`config.mk`:
```
export PLATFORM = sky130hd
export DESIGN_NAME = svpb_queue
export DESIGN_NICKNAME = d
export VERILOG_FILES = /design/src/rtl/core/svpb_pkg.sv /design/src/rtl/core/svpb_queue.sv
export SDC_FILE = /design/constraint.sdc
export NUM_CORES = 1
export LEC_CHECK = 0
export BUFFER_PORTS_ARGS = -buffer_cell sky130_fd_sc_hd__buf_2
export CAP_MARGIN = 20
export CORE_MARGIN = 5
export CORE_UTILIZATION = 58
export CTS_BUF_LIST = sky130_fd_sc_hd__clkbuf_4
export CTS_CLUSTER_DIAMETER = 100
export DETAILED_ROUTE_END_ITERATION = 12
export GPL_TIMING_DRIVEN = 0
export PLACE_DENSITY_LB_ADDON = 0.2
export SKIP_LAST_GASP = 1
export SYNTH_ARGS = -nofsm -noshare
export SYNTH_HDL_FRONTEND = slang
export SYNTH_SLANG_ARGS = --single-unit
```
`constraint.sdc`:
```
create_clock -name clk -period 7.25 [get_ports clk]
set_input_delay 0.3625 -clock clk [delete_from_list [all_inputs] [get_ports clk]]
set_output_delay 0.3625 -clock clk [all_outputs]
set_load 0.02 [all_outputs]
```
`src/rtl/core/svpb_pkg.sv`:
```
// shared constants, command and op codes, and queue types for the voxel position buffer
// no dependencies

package svpb_pkg;

  // store geometry and sprite limits
  localparam int MAX_PIXELS    = 131072;
  localparam int SPRITE_WIDTH  = 32;
  localparam int SPRITE_HEIGHT = 40;
  localparam int ADDR_W        = $clog2(MAX_PIXELS);

  // field widths
  localparam int FW_W    = 10;
  localparam int FH_W    = 9;
  localparam int WXY_W   = 14;
  localparam int WZ_W    = 10;
  localparam int ENTRY_W = 2 * WXY_W + WZ_W;
  localparam int PROD_W  = FW_W + FH_W + 1;

  // tile to voxel scale
  localparam int TILE_XY_SCALE = 16;
  localparam int TILE_Z_SCALE  = 24;

  // command codes
  localparam logic [1:0] CMD_CLEAR = 2'd0;
  localparam logic [1:0] CMD_PLOT  = 2'd1;
  localparam logic [1:0] CMD_READ  = 2'd2;

  // register index of the config port
  localparam logic REG_FRAME_WIDTH  = 1'b0;
  localparam logic REG_FRAME_HEIGHT = 1'b1;

  // what the back end does with a queued op
  typedef enum logic [1:0] {
    OP_PASS,
    OP_WRITE,
    OP_READ,
    OP_CLEAR
  } svpb_kind_t;

  typedef struct packed {
    svpb_kind_t         kind;
    logic [ADDR_W-1:0]  addr;
    logic               wrote;
    logic               on_screen;
    logic [WXY_W-1:0]   wx;
    logic [WXY_W-1:0]   wy;
    logic [WZ_W-1:0]    wz;
  } svpb_op_t;

  typedef struct packed {
    logic full;
    logic empty;
  } svpb_qstat_t;

endpackage

```
`src/rtl/core/svpb_queue.sv`:
```
// two-entry op queue between front and back end
// depends on svpb_pkg

module svpb_queue (
  input  logic                  clk,
  input  logic                  rst,
  input  logic                  push,
  input  svpb_pkg::svpb_op_t    push_op,
  input  logic                  pop,
  output svpb_pkg::svpb_op_t    head_op,
  output svpb_pkg::svpb_qstat_t stat
);
  import svpb_pkg::*;

  svpb_op_t   entries [2];
  logic       wr_ptr, rd_ptr;
  logic [1:0] count;

  assign head_op    = entries[rd_ptr];
  assign stat.full  = (count == 2'd2);
  assign stat.empty = (count == 2'd0);

  always_ff @(posedge clk) begin
    if (rst) begin
      wr_ptr <= 1'b0;
      rd_ptr <= 1'b0;
      count  <= 2'd0;
    end else begin
      if (push) begin
        wr_ptr <= !wr_ptr;
      end
      if (pop) begin
        rd_ptr <= !rd_ptr;
      end
      case ({push, pop})
        2'b10:   count <= count + 2'd1;
        2'b01:   count <= count - 2'd1;
        default: count <= count;
      endcase
    end
  end

  always_ff @(posedge clk) begin
    if (push) begin
      entries[wr_ptr] <= push_op;
    end
  end

endmodule

```
Word level (Yosys, flattened, before mapping)

Memories as Yosys holds them, arrays and structs flattened. A register that Yosys moved wholly into a read port is not among the register bits.
Cells that the tools add are included.
W data, S select, Z words.

Bits in registers: 4
Memory bits (writable): 118
Input bits: 63
Word-level logic and storage cells: 18
Memories: 1

Memories:

| name    | words | bits a word | read ports | clocked after Yosys merged registers in | write ports | line             | source |
|---|---|---|---|---|---|---|---|
| entries | 2     | 59          | 1          | 1                                       | 1           | svpb_queue.sv:15 | `svpb_op_t entries [2];` |

Add/subtract/negate cells: 2
Equality and inequality tests: 3
Muxes and demuxes: 5
Reduce and logical (&&, ||, !) cells: 4

Operator list:

| operator              | number |
|---|---|
| $eq A2 B2 Y1 const B  | 2 |
| $mux W1               | 4 |
| $pmux W2 S2           | 1 |
| $add A2 B1 Y2 const B | 1 |
| $eq A2 B1 Y1 const B  | 1 |
| $logic_not A1 Y1      | 2 |
| $logic_not A2 Y1      | 1 |
| $reduce_bool A2 Y1    | 1 |
| $sub A2 B1 Y2 const B | 1 |

Longest topological paths before layout

Depth after elaboration: 3
Gate-level depth with buffers: 5

Least setup slack after synthesis

OpenSTA, ideal clock, no wires.

Path type: input to register
Start point: in push
End point: mem entries[0][0] (netlist name), enable pin
Setup time: 0.478 ns
Arrival time: 2.896 ns
Required time: 6.772 ns
Slack: 3.876 ns
Stages on the path: 2
Buffers on the path: 0
Path through: inv_1 -> nor2_1

Longest elaborated chain between the ends: 2

RTL lines:

| element                       | line             | source |
|---|---|---|
| from (decl)                   | svpb_queue.sv:7  | `input logic push,` |
| $mux W1                       | svpb_queue.sv:44 | `if (push) begin` |
| $mux W1 (implied by the code) | svpb_queue.sv:45 | `entries[wr_ptr] <= push_op;` |
| to (decl)                     | svpb_queue.sv:15 |  |

No other way between the ends.

==> parameters.txt <==
Parameter                              Value

Status
  Status ... finished, final reports clean

GRT
  Total congestion overflow ... 0
  Number of global-route vias before repair ... roughly 2600
  GRT Resource Usage Total ... 0.1680
  Number of antenna violations at the first check in global routing ... 0
  Largest net degree at the start of global routing ... 32
  Wire length of the first global-routing pass ... 12190 µm

Power and ir drop
  Pwr dens ... ~260 nW/µm²
  Flop pwr share ... 0.532
  Maximum VDD drop ... 0.1812 mV
  Relative contribution of combinational cells to total power ... 0.141
  Cell leakage power ... 2.286 nW
  Switching Fraction ... 0.2351
  Internal power ... between 1 and 1.5 mW
  Clock power share ... 0.327
  Power spent charging and discharging nets ... 0.3700 mW

Clock network
  Clock sinks ... ~120
  Clk buf depth ... 2
  Post-CTS clock slew at the launch and capture registers of the worst setup and hold paths ... ~0.10 ns
  CTS Buf Count ... 17
  Clock Tree Root ... sky130_fd_sc_hd__clkbuf_4
  TritonCTS clock tree ... done
  Gates resized, CTS repair ... 0
  Clock network latency to the later pin of the worst-skew pair ... 0.48 ns
  H-tree Lvls ... 4

Synthesis
  Post-synth cell types ... 15
  Mean Syn Cell Area ... roughly 22 µm²
  Dominant combinational cell family by area after synthesis ... multiplexers
  Adder-cell area share of the yosys netlist ... 0.002805
  Post-synthesis sequential element count ... 123
  Synth area leaders ... sky130_fd_sc_hd__edfxtp_1 79%, sky130_fd_sc_hd__mux2_2 15%, sky130_fd_sc_hd__dfxtp_1 2.2%
  Cell Area, Synth ... between 4000 and 5000 µm²
  Number of warnings reported in the yosys synthesis log ... 0
  Instance count of the mapped netlist ... slightly above 200
  Simple-gate portion of the synthesized area ... 0.009818
  Multiplexer fraction of the synthesized cell area ... 0.1489
  Post-synthesis share of cell area spent on xor and xnor gates ... 0.007854
  Sequential fraction of the synthesis area ... 0.8168
  Synthesized-area fraction occupied by ao, oa, aoi and oai cells ... 0.002244
  Cell type with the largest total area after synthesis ... sky130_fd_sc_hd__edfxtp_1
  Post-synthesis net count ... between 200 and 300
  Share of Yosys cell area claimed by the top area cell type ... 0.7944

Drt
  Count of routing violations after the opening detailed-route iteration ... 95
  Total routed wirelength ... ~8300 µm
  Met3 wirelength from detailed routing ... 571 µm
  Max layer used ... met4
  Residual antenna-violating net count after detailed routing ... 0
  Vias per cell ... just under 5
  Detailed-route wire length per cell ... approximately 16 µm
  Met1 Wirelength ... approximately 3100 µm
  Number of detailed-route iterations in the first pass ... 4
  Met2 WL ... between 4000 and 5000 µm
  # DRC ... 0
  Vias after detailed routing ... around 2500

Worst setup path
  Max Fanout on Critical Path ... 10
  Element type at the critical path start ... flip-flop
  Reg2Reg Depth ... 2
  Data arrival time of the worst path ... 1.79 ns
  Worst reg2reg endpoint ... entries[1][50]
  Req. time, crit path ... just under 7 ns
  Reg-to-Reg Start ... wr_ptr
  Worst setup slack for register-to-register paths ... 5.56 ns
  Crit end category ... output pin
  Kind of critical path ... flip-flop to output pin

Floorplan
  Initial core utilization ... 0.5863
  Core Box Area ... 7607 µm²
  # rows ... 32
  Area of the die ... 9544 µm²
  DIE HEIGHT ... 97.70 µm
  Die boundary width ... about 100 µm
  Number of top-level pins ... roughly 120

Final layout
  Most common library cell in the layout ignoring fill and taps ... sky130_fd_sc_hd__buf_2
  Non-filler instance count after layout ... around 500
  Number of diodes added for antenna fixing ... 0
  Fillers ... around 430
  Layout overhead on the synthesized area ... 33.63%
  Final Net Count ... ~450
  Multi-input combinational cell area ... ~770 µm²
  Layout cell share with drive strength beyond 1 ... 0.5572
  Most used cells in the layout excluding fill and tap cells ... 128 x sky130_fd_sc_hd__buf_2, 118 x sky130_fd_sc_hd__edfxtp_1, 59 x sky130_fd_sc_hd__mux2_2, 39 x sky130_fd_sc_hd__dlygate4sd3_1, 19 x sky130_fd_sc_hd__clkbuf_4
  Storage cell area ... 3643 µm²

Placed design
  Routability Congestion ... between 0.7 and 0.8
  Dpl cells ... ~430
  HPWL after detailed placement ... 5233 µm
  Quantity of I/O buffers inserted on ports ... between 100 and 150
  Setup WS pre-CTS ... roughly 5.4 ns

Timing
  Slew margin rel. ... 0.4311
  Largest clock skew in the final design ... between 0.01 and 0.015 ns
  Setup_tns ... 0 ns
  Time the final worst path needs with I/O delays and setup ... 2.151 ns
  # setup viols final ... 0
  Setup slack after layout ... between 5 and 6 ns
  Hold Violations, Final ... 0
  Worst hold slack after final layout ... approximately 0.067 ns
  Unrepaired setup endpoints after global routing ... false
  Transition time at the pin with the least slew margin ... about 0.85 ns
  Slew Limit Fails ... 0
  Max Clock Freq ... about 0.46 GHz
  Period Utilization, post-route ... 0.2967

Min path
  Startpoint of the tightest hold check path ... push_op[13]
  Instance count along the most critical hold path ... 1
  Path category of the worst min-delay check ... input port to flip-flop
  End point of the most critical hold path ... entries[1][13]

Flow run
  Max-cap violations ... 0
-- layer usage --
layer / vias to the layer above / track usage
li1: 1187 / -
met1: 1202 / 0.1805
met2: 81 / 0.2884
met3: 8 / 0.08471
met4: 0 / 0.05431
met5: - / 0
-- Yosys cell counts --
cell                         n
sky130_fd_sc_hd__edfxtp_1  118
sky130_fd_sc_hd__nor2_1      6
sky130_fd_sc_hd__xor2_1      1
sky130_fd_sc_hd__or3_1       1
sky130_fd_sc_hd__ha_1        1
sky130_fd_sc_hd__a21oi_1     1
sky130_fd_sc_hd__and2b_2     1
sky130_fd_sc_hd__buf_2       5
sky130_fd_sc_hd__mux2_2     59
sky130_fd_sc_hd__xnor2_1     3
sky130_fd_sc_hd__o21ai_0     1
sky130_fd_sc_hd__dfxtp_1     5
sky130_fd_sc_hd__and2_1      1
sky130_fd_sc_hd__buf_6       2
sky130_fd_sc_hd__inv_1       1
-- how the worst max path moves through the flow --
stage	start	endpoint	slack, ns
finish	flip-flop	head_op[39]	5.10
global route	flip-flop	head_op[40]	4.96
CTS	flip-flop	head_op[45]	5.03
detailed placement	push	entries[0][44]	5.38
global placement	push	entries[0][40]	2.44
floorplan	push	entries[0][0]	3.88
-- registers in the layout, summed over array words and instances (netlist names), named ones only --
| register | cells |
|---|---|
| count | 2 |
| wr_ptr | 1 |
| rd_ptr | 1 |
| entries | 118 |
-- power groups by stage --
stage | registers, mW | logic (mW) | clock network (mW)
2_1_floorplan | 0.853 | 0.130 | 0
6_report | 0.837 | 0.222 | 0.514
4_1_cts | 0.838 | 0.209 | 0.522
5_1_grt | 0.841 | 0.238 | 0.562
3_5_place_dp | 0.854 | 0.207 | 0
3_3_place_gp | 0.856 | 0.200 | 0
-- worst max-delay path, stage by stage (launching register included) --
cell and delay, ns:
sky130_fd_sc_hd__dfxtp_1 0.31, sky130_fd_sc_hd__buf_2 0.16, sky130_fd_sc_hd__buf_6 0.17, sky130_fd_sc_hd__buf_6 0.16, sky130_fd_sc_hd__mux2_2 0.35, sky130_fd_sc_hd__buf_2 0.16
-- final cells by class --
type / instances / share of cell area
buffer: 7 / 0.007976
clock buffer: 19 / 0.02393
clock inverter: 13 / 0.02939
inverter: 1 / 0.0006297
multi-input combinational: 75 / 0.1299
sequential: 123 / 0.6112
tap: 102 / 0.02141
timing repair buffer: 164 / 0.1755
-- per-stage QoR --
stage	utilization	instance area (µm²)	total power, mW
6_report	0.7836	5961	1.574
3_5_place_dp	0.6905	5253	1.061
5_1_grt	0.7836	5961	1.642
4_1_cts	0.7322	5570	1.569
3_3_place_gp	0.6840	5204	1.055
2_1_floorplan	-	4461	0.9832
-- kinds of logic (layout without fill, tap and decap cells) --
kind of cell / count (synthesis) / after routing
XOR/XNOR: 4 / 4
buffers and inverters: 8 / 204
multiplexers: 59 / 59
AND/OR/NAND/NOR: 9 / 9
adder cells (fa/ha/maj): 1 / 1
flip-flops: 123 / 123
AO/OA/AOI/OAI: 2 / 2
-- timing repair --
item | in CTS | in global routing
endpoints found under the hold margin | 0 | 72
hold buffers | 0 | 39
endpoints found under the setup margin | 0 | 0
setup buffers | 0 | 0
Note: power is estimated with default switching activity, not from simulation.
