### src/rtl/core/svpb_pkg.sv
// shared constants, command and op codes, and queue types for the voxel position buffer
// no dependencies

package svpb_pkg;

  // store geometry and sprite limits
  localparam int MAX_PIXELS    = 131072;
  localparam int SPRITE_WIDTH  = 32;
  localparam int SPRITE_HEIGHT = 40;
  localparam int ADDR_W        = $clog2(MAX_PIXELS);

  // field widths
  localparam int FW_W    = 10;
  localparam int FH_W    = 9;
  localparam int WXY_W   = 14;
  localparam int WZ_W    = 10;
  localparam int ENTRY_W = 2 * WXY_W + WZ_W;
  localparam int PROD_W  = FW_W + FH_W + 1;

  // tile to voxel scale
  localparam int TILE_XY_SCALE = 16;
  localparam int TILE_Z_SCALE  = 24;

  // command codes
  localparam logic [1:0] CMD_CLEAR = 2'd0;
  localparam logic [1:0] CMD_PLOT  = 2'd1;
  localparam logic [1:0] CMD_READ  = 2'd2;

  // register index of the config port
  localparam logic REG_FRAME_WIDTH  = 1'b0;
  localparam logic REG_FRAME_HEIGHT = 1'b1;

  // what the back end does with a queued op
  typedef enum logic [1:0] {
    OP_PASS,
    OP_WRITE,
    OP_READ,
    OP_CLEAR
  } svpb_kind_t;

  typedef struct packed {
    svpb_kind_t         kind;
    logic [ADDR_W-1:0]  addr;
    logic               wrote;
    logic               on_screen;
    logic [WXY_W-1:0]   wx;
    logic [WXY_W-1:0]   wy;
    logic [WZ_W-1:0]    wz;
  } svpb_op_t;

  typedef struct packed {
    logic full;
    logic empty;
  } svpb_qstat_t;

endpackage

### src/rtl/core/svpb_front.sv
// front end: takes commands, computes screen and world positions, classifies into ops
// depends on svpb_pkg

module svpb_front (
  input  logic                 clk,
  input  logic                 rst,
  input  logic                 start,
  output logic                 busy,
  input  logic [1:0]           cmd,
  input  logic signed [11:0]   dest_x,
  input  logic signed [11:0]   dest_y,
  input  logic [4:0]           sprite_col,
  input  logic [5:0]           sprite_row,
  input  logic [7:0]           sprite_color,
  input  logic signed [7:0]    offset_vox_x,
  input  logic signed [7:0]    offset_vox_y,
  input  logic signed [7:0]    offset_vox_z,
  input  logic [7:0]           tile_pos_x,
  input  logic [7:0]           tile_pos_y,
  input  logic [3:0]           tile_level,
  input  logic [9:0]           frame_width,
  input  logic [8:0]           frame_height,
  input  svpb_pkg::svpb_qstat_t q_stat,
  output logic                 q_push,
  output svpb_pkg::svpb_op_t   q_op
);
  import svpb_pkg::*;

  // stage 1: captured command
  logic        s1_valid;
  logic [1:0]  s1_cmd;
  logic [11:0] s1_dx, s1_dy;
  logic [4:0]  s1_col;
  logic [5:0]  s1_row;
  logic [7:0]  s1_color;
  logic [7:0]  s1_ox, s1_oy, s1_oz;
  logic [7:0]  s1_tx, s1_ty;
  logic [3:0]  s1_tz;

  // stage 2: classified command
  logic             s2_valid;
  logic [1:0]       s2_cmd;
  logic             s2_inside;
  logic             s2_want;
  logic [FW_W-1:0]  s2_sx;
  logic [FH_W-1:0]  s2_sy;
  logic [WXY_W-1:0] s2_wx, s2_wy;
  logic [WZ_W-1:0]  s2_wz;

  logic             accept, s1_move, s2_free;
  logic [4:0]       add_col;
  logic [5:0]       add_row;
  logic [12:0]      sx, sy;
  logic             on_screen, want;
  logic [WXY_W-1:0] wx, wy;
  logic [WZ_W-1:0]  wz;
  logic [8:0]       tz_scaled;
  logic [PROD_W-1:0] prod, addr_full;
  logic             in_range;

  assign q_push  = s2_valid && !q_stat.full;
  assign s2_free = !s2_valid || q_push;
  assign s1_move = s1_valid && s2_free;
  assign busy    = s1_valid && !s2_free;
  assign accept  = start && !busy;

  always_ff @(posedge clk) begin
    if (rst) begin
      s1_valid <= 1'b0;
      s2_valid <= 1'b0;
    end else begin
      if (accept) begin
        s1_valid <= 1'b1;
      end else if (s1_move) begin
        s1_valid <= 1'b0;
      end
      if (s1_move) begin
        s2_valid <= 1'b1;
      end else if (q_push) begin
        s2_valid <= 1'b0;
      end
    end
  end

  always_ff @(posedge clk) begin
    if (accept) begin
      s1_cmd   <= cmd;
      s1_dx    <= dest_x;
      s1_dy    <= dest_y;
      s1_col   <= sprite_col;
      s1_row   <= sprite_row;
      s1_color <= sprite_color;
      s1_ox    <= offset_vox_x;
      s1_oy    <= offset_vox_y;
      s1_oz    <= offset_vox_z;
      s1_tx    <= tile_pos_x;
      s1_ty    <= tile_pos_y;
      s1_tz    <= tile_level;
    end
  end

  // screen position, clip test and world position
  always_comb begin
    add_col   = (s1_cmd == CMD_PLOT) ? s1_col : '0;
    add_row   = (s1_cmd == CMD_PLOT) ? s1_row : '0;
    sx        = {s1_dx[11], s1_dx} + {8'b0, add_col};
    sy        = {s1_dy[11], s1_dy} + {7'b0, add_row};
    on_screen = !sx[12] && !sy[12] && (sx < {3'b0, frame_width})
                && (sy < {4'b0, frame_height});
    wx        = WXY_W'(s1_tx * TILE_XY_SCALE) + {{(WXY_W-8){s1_ox[7]}}, s1_ox};
    wy        = WXY_W'(s1_ty * TILE_XY_SCALE) + {{(WXY_W-8){s1_oy[7]}}, s1_oy};
    tz_scaled = 9'(s1_tz * TILE_Z_SCALE);
    wz        = {1'b0, tz_scaled} + {{(WZ_W-8){s1_oz[7]}}, s1_oz};
    want      = on_screen && (s1_color != 8'd0)
                && ({1'b0, s1_col} < 6'(SPRITE_WIDTH))
                && ({1'b0, s1_row} < 7'(SPRITE_HEIGHT)) && !wz[WZ_W-1];
  end

  always_ff @(posedge clk) begin
    if (s1_move) begin
      s2_cmd <= s1_cmd;
      s2_sx  <= sx[FW_W-1:0];
      s2_sy  <= sy[FH_W-1:0];
      unique case (s1_cmd)
        CMD_PLOT: begin
          s2_inside <= on_screen;
          s2_want   <= want;
          s2_wx     <= wx;
          s2_wy     <= wy;
          s2_wz     <= wz;
        end
        CMD_READ: begin
          s2_inside <= on_screen;
          s2_want   <= on_screen;
          s2_wx     <= '1;
          s2_wy     <= '1;
          s2_wz     <= '1;
        end
        CMD_CLEAR: begin
          s2_inside <= 1'b0;
          s2_want   <= 1'b0;
          s2_wx     <= '1;
          s2_wy     <= '1;
          s2_wz     <= '1;
        end
        default: begin
          s2_inside <= 1'b0;
          s2_want   <= 1'b0;
          s2_wx     <= '0;
          s2_wy     <= '0;
          s2_wz     <= '0;
        end
      endcase
    end
  end

  // row address and store range check
  always_comb begin
    prod      = PROD_W'(s2_sy) * PROD_W'(frame_width);
    addr_full = prod + PROD_W'(s2_sx);
    in_range  = 33'(addr_full) < 33'(MAX_PIXELS);
    q_op.addr      = addr_full[ADDR_W-1:0];
    q_op.on_screen = s2_inside;
    q_op.wx        = s2_wx;
    q_op.wy        = s2_wy;
    q_op.wz        = s2_wz;
    unique case (s2_cmd)
      CMD_CLEAR: begin
        q_op.kind  = OP_CLEAR;
        q_op.wrote = 1'b0;
      end
      CMD_PLOT: begin
        q_op.kind  = (s2_want && in_range) ? OP_WRITE : OP_PASS;
        q_op.wrote = s2_want && in_range;
      end
      CMD_READ: begin
        q_op.kind  = (s2_want && in_range) ? OP_READ : OP_PASS;
        q_op.wrote = 1'b0;
      end
      default: begin
        q_op.kind  = OP_PASS;
        q_op.wrote = 1'b0;
      end
    endcase
  end

endmodule

### config.mk
export PLATFORM = sky130hd
export DESIGN_NAME = svpb_front
export DESIGN_NICKNAME = d
export VERILOG_FILES = /design/src/rtl/core/svpb_pkg.sv /design/src/rtl/core/svpb_front.sv
export SDC_FILE = /design/constraint.sdc
export NUM_CORES = 1
export LEC_CHECK = 0
export ABC_AREA = 1
export BUFFER_PORTS_ARGS = -buffer_cell sky130_fd_sc_hd__buf_2
export CAP_MARGIN = 25
export CORE_MARGIN = 2
export CORE_UTILIZATION = 41
export DETAILED_ROUTE_END_ITERATION = 8
export GPL_TIMING_DRIVEN = 0
export MAX_ROUTING_LAYER = met4
export PLACE_DENSITY = 0.61
export RECOVER_POWER = 50
export SYNTH_ARGS = -nofsm -noshare
export SYNTH_HDL_FRONTEND = slang
export SYNTH_SLANG_ARGS = --single-unit
### constraint.sdc
create_clock -name clk -period 11.4 [get_ports clk]
set_clock_uncertainty 0.2 [all_clocks]
set_input_delay 2.28 -clock clk [delete_from_list [all_inputs] [get_ports clk]]
set_output_delay 2.28 -clock clk [all_outputs]
set_load 0.01 [all_outputs]
=== Word-level counts from Yosys, hierarchy flattened ===
Cells that the tools add are included.

* Register bits: 152
* Input port bits: 113
* Output and inout bits: 61

* $add $sub $neg: 6
* $mul: 2
* Order comparisons: 4
* Eq/ne operators: 4
* Mux-type cells: 14
* Reduce and logical (&&, ||, !) cells: 26

{| class="wikitable"
|+ Operator list
! cell !! count
|-
| one-hot mux 14 bit (2 select lines) || 2
|-
| adder 13 x 8 -> 14 bit || 2
|-
| adder 19 x 10 -> 20 bit || 1
|-
| < comparator 20 x 18 -> 1 bit (second input constant) || 1
|-
| one-hot mux 10 bit (2 select lines) || 1
|-
| multiplier 9 x 10 -> 19 bit || 1
|-
| adder 12 x 6 -> 13 bit || 1
|-
| adder 12 x 7 -> 13 bit || 1
|-
| < comparator 13 x 10 -> 1 bit || 1
|-
| < comparator 13 x 9 -> 1 bit || 1
|-
| logical AND 1 bit || 11
|-
| adder 9 x 10 -> 10 bit || 1
|-
| nonzero test 8 bit || 1
|-
| zero test 1 bit || 7
|-
| < comparator 6 bit (second input constant) || 1
|-
| multiplier 4 x 2 -> 6 bit (second input constant) || 1
|-
| 2-to-1 mux 1 bit || 6
|-
| 2-to-1 mux 6 bit || 1
|-
| one-hot mux 2 bit (3 select lines) || 1
|-
| 2-to-1 mux 5 bit || 1
|-
| == test 2 x 1 -> 1 bit (second input constant) || 2
|-
| == test 2 bit (second input constant) || 2
|-
| zero test 2 bit || 2
|-
| nonzero test 2 bit || 2
|-
| other kinds (4) || 5
|}

=== Depth between registers and ports, before layout ===
* Depth in word-level cells: 11
* Mapped depth: 24

=== Least setup slack after synthesis ===
No wires, ideal clock.

* Kind: input to output
* Start: input port frame_width[5]
* End: output port q_op[57] in the netlist's numbering
* Arrival: 6.612 ns
* Required time: 8.920 ns
* Setup slack: 2.308 ns
* Stages on the path: 24
* Path buffers: 1
* Cell sequence: clkbuf_1 nand2_1 fa_1 inv_1 fa_1 inv_1 fa_1 inv_1 fa_1 inv_1 fa_1 inv_1 ha_1 nand2_2 inv_1 a21oi_2 nand2_2 nand2_1 nand2_1 nand2_1 nand3_1 nor2_2 nand3_2 nand2_1

{| class="wikitable"
|+ RTL lines
! what !! RTL line !! source
|-
| from (decl) || svpb_front.sv:21 || <nowiki>input logic [9:0] frame_width,</nowiki>
|-
| to (decl) || svpb_front.sv:25 || <nowiki>output svpb_pkg::svpb_op_t q_op</nowiki>
|}

==> impl_metrics.json <==
{
  "clk_latency_ns": 0.42,
  "final.setup.tns_ns": 0,
  "ioPinCount": 174,
  "relSlewSlack": 0.00587,
  "drive_gt1_frac": 0.149,
  "detailed_place.area_um2": 12500,
  "grt_first_pass_wirelength_um": 39000,
  "final_layout_net_count": 1693,
  "cts_post_setup_buffers_inserted": 0,
  "synth.lib_cells_used.distinct": 34,
  "min-delay-path-class": "reg2reg",
  "grt_antenna_before_repair": 4,
  "clock-sinks": 152,
  "final.setup.worst_slack_ns": 1.78,
  "rsz_0062_raised_after_global_routing": "false",
  "drt_iter0_markers": 462,
  "drv_slew": 0,
  "synth_fa_ha_area_frac": 0.256,
  "path_clk_slew_ns": 0.06,
  "route.detailed.drc": 0,
  "worstReg2RegStart": "s1_cmd[0]",
  "synthesis.yosys.warnings": 0,
  "synth.area.mux_share": 0,
  "routed_wl_um": 23900,
  "synthCells": 1209,
  "clock_tree_from_tritoncts": "yes",
  "library_cell_used_as_clock_root_buffer": "sky130_fd_sc_hd__clkbuf_16",
  "leakagePower_nw": 6.73,
  "grt.met3_usage": 0.0392,
  "maxClockFrequency_mhz": 104,
  "hold_viol_final": 0,
  "detail_route.vias_per_cell": 4.74,
  "synth_flop_cell": "sky130_fd_sc_hd__edfxtp_1",
  "layout.cells.non_filler": 1751,
  "placement_rows": 60,
  "dp.final_hpwl_um": 19700,
  "final_min_period_over_clock_period": 0.844,
  "design_area_um2": 13100,
  "gr-usage-all-layers": 0.176,
  "tightestPinTransition_ns": 1.49,
  "fp.coreArea_um2": 26900,
  "worstPathRequired_ns": 8.92,
  "most_crowded_layer_after_global_routing": "met2",
  "finalSetupViolCount": 0,
  "outcome": "complete, but fails checks",
  "worst_r2r_endpoint": "s2_want",
  "synth_compound_area_frac": 0.0656,
  "setup.worst_path.start_class": "primary input",
  "cp.arrival_ns": 7.14,
  "endpoint_kind": "output port",
  "grt_start_max_net_pins": 50,
  "die_area_um2": 28700,
  "synth-edff-count": 150,
  "floorplan.initialDensity": 0.417,
  "routability_driven_placement_congestion_ratio": 0.889,
  "worstHoldStart": "s1_valid",
  "holdBufCountCts": 0,
  "detailroute.via_count": 8300,
  "whs_path_depth": 2,
  "synth-simple-area-share": 0.154,
  "aggregate_global_routing_overflow": 0,
  "postSynth.asyncResetShare": 0,
  "dp_worst_setup_slack_ns": 1.75,
  "route.antenna.remaining_nets": 0,
  "die_h_um": 169,
  "minimum_setup_slack_among_reg_to_reg_paths_ns": 7.42,
  "synthesis.area_per_instance_um2": 9.27,
  "failed_checks": "max-capacitance violations",
  "synth.net_count": 1509,
  "place.port_buffers": 162,
  "h-tree-depth": 4,
  "area_delta_synth_final_pct": 17.0,
  "routedWlPerCell_um": 13.7,
  "grt_util_met2": 0.286,
  "synth-xor-area-share": 0.0242,
  "hold-path-endpoint": "s2_valid",
  "max_root_sink_buffers": 2,
  "timing.reg2reg.worst_path_depth": 21,
  "numPlacedInstances": 1715,
  "grt_pass1_vias": 8051,
  "critical_path_peak_fanout": 10,
  "report.power.total_mw": 2.56,
  "power-per-cell-area_nw_per_um2": 195,
  "cts_resized": 0,
  "tritoncts.num_buffers": 17,
  "ir_drop_v": 0.000114,
  "yosysSeqAreaShare": 0.405,
  "synthesis.area_um2": 11200,
  "ys_seq_elements": 152,
  "x_dimension_of_the_die_um": 169,
  "drv_cap": 1,
  "min_period_ns": 9.62,
  "grtUsageMet1": 0.225,
  "classification_of_the_worst_setup_path": "in2out",
  "detail_route.first_pass.iterations": 5,
  "synth_top_family_by_area": "adder cells"
}
==> state kept, by name (all words and copies together), names as in the netlist, 9 cells and up <==
signal / flops
s2_wz: 10
s1_dx: 12
s2_wy: 14
s2_sy: 9
s1_dy: 12
s2_wx: 14
s2_sx: 10
==> placed cells by master (no fill, tap or decap), drive strengths merged, types with 3 or more instances in the layout <==
master / instances
a21o: 4
a21oi: 103
buf: 164
bufinv: 4
clkbuf: 52
clkinv: 4
clkinvlp: 3
diode: 4
edfxtp: 150
fa: 70
ha: 117
inv: 251
nand2: 295
nand3: 46
nand3b: 4
nand4: 13
nor2: 50
nor3: 5
nor4: 3
o21a: 3
o21ai: 24
xnor2: 11
xor2: 20
==> worst max-delay path by stage <==
stage / end / slack (ns) / cells past startpoint / start
after floorplan: q_op[57] / 2.31 / 24 / frame_width[5]
after global placement: q_op[58] / 1.82 / 25 / frame_width[5]
after detailed placement: q_op[58] / 1.75 / 25 / frame_width[5]
after CTS: q_op[58] / 1.75 / 25 / frame_width[5]
after global routing: q_op[57] / 1.41 / 25 / frame_width[5]
final: q_op[58] / 1.78 / 25 / frame_width[6]
==> through the flow <==
stage                     hold WS [ns]  utilization
after global routing             0.334        0.488
after CTS                        0.348        0.489
after floorplan                  0.250            -
after detailed placement         0.334        0.466
final                            0.286        0.488
after global placement           0.270        0.463
==> per-layer routing <==
metal / up-vias / wire length (µm)
met5: - / 0
met4: 0 / 293
met3: 23 / 1500
met2: 203 / 11300
met1: 3828 / 10900
li1: 4246 / -
==> synthesized netlist by cell type (5+ instances only) <==
master	n	area share
sky130_fd_sc_hd__fa_1	70	0.13
sky130_fd_sc_hd__xor2_1	20	0.016
sky130_fd_sc_hd__nand2_2	5	0.0028
sky130_fd_sc_hd__o21ai_0	22	0.0098
sky130_fd_sc_hd__xnor2_1	11	0.0086
sky130_fd_sc_hd__inv_1	247	0.083
sky130_fd_sc_hd__nor2_1	46	0.015
sky130_fd_sc_hd__edfxtp_1	150	0.40
sky130_fd_sc_hd__nand3_1	44	0.020
sky130_fd_sc_hd__a21oi_1	102	0.046
sky130_fd_sc_hd__nand4_1	13	0.0073
sky130_fd_sc_hd__clkbuf_1	30	0.010
sky130_fd_sc_hd__ha_1	117	0.13
sky130_fd_sc_hd__nand2_1	290	0.097
==> worst max-delay path: stages <==
cell                       delay (ns)
sky130_fd_sc_hd__clkbuf_1        0.42
sky130_fd_sc_hd__nand2_1         0.15
sky130_fd_sc_hd__fa_1            0.52
sky130_fd_sc_hd__inv_1           0.05
sky130_fd_sc_hd__fa_1            0.52
sky130_fd_sc_hd__inv_1           0.05
sky130_fd_sc_hd__fa_1            0.47
sky130_fd_sc_hd__inv_1           0.05
sky130_fd_sc_hd__fa_1            0.52
sky130_fd_sc_hd__inv_1           0.05
sky130_fd_sc_hd__fa_1            0.49
sky130_fd_sc_hd__inv_1           0.04
sky130_fd_sc_hd__ha_1            0.37
sky130_fd_sc_hd__nand2_2         0.12
sky130_fd_sc_hd__inv_1           0.05
sky130_fd_sc_hd__a21oi_2         0.14
sky130_fd_sc_hd__nand2_2         0.10
sky130_fd_sc_hd__nand2_1         0.09
sky130_fd_sc_hd__nand2_1         0.05
sky130_fd_sc_hd__nand2_1         0.06
sky130_fd_sc_hd__nand3_1         0.07
sky130_fd_sc_hd__nor2_2          0.17
sky130_fd_sc_hd__nand3_1         0.09
sky130_fd_sc_hd__nand2_1         0.07
sky130_fd_sc_hd__buf_2           0.12
==> report_power, final <==
part           total [mW]  internal (mW)  switching, mW
Clock               0.596          0.368          0.227
Sequential          0.672          0.657         0.0151
Combinational        1.29          0.510          0.781
==> cell type report <==
cell class / count / area [µm²]
diodes: 4 / 10.0
well taps: 341 / 427
flip-flops and latches: 152 / 4540
inverters: 248 / 933
fillers: 2566 / 13800
plain buffers: 33 / 129
repair buffers: 165 / 845
clock inverters: 14 / 195
multi-input cells: 776 / 5600
clock buffers: 18 / 429
==> cells by family after synthesis <==
group | count (synthesis)
adder cells (fa/ha/maj) | 187
flip-flops | 152
buffers and inverters | 281
XOR/XNOR | 31
AO/OA/AOI/OAI | 140
AND/OR/NAND/NOR | 418
No activity file was read; power rests on OpenSTA's default activity.
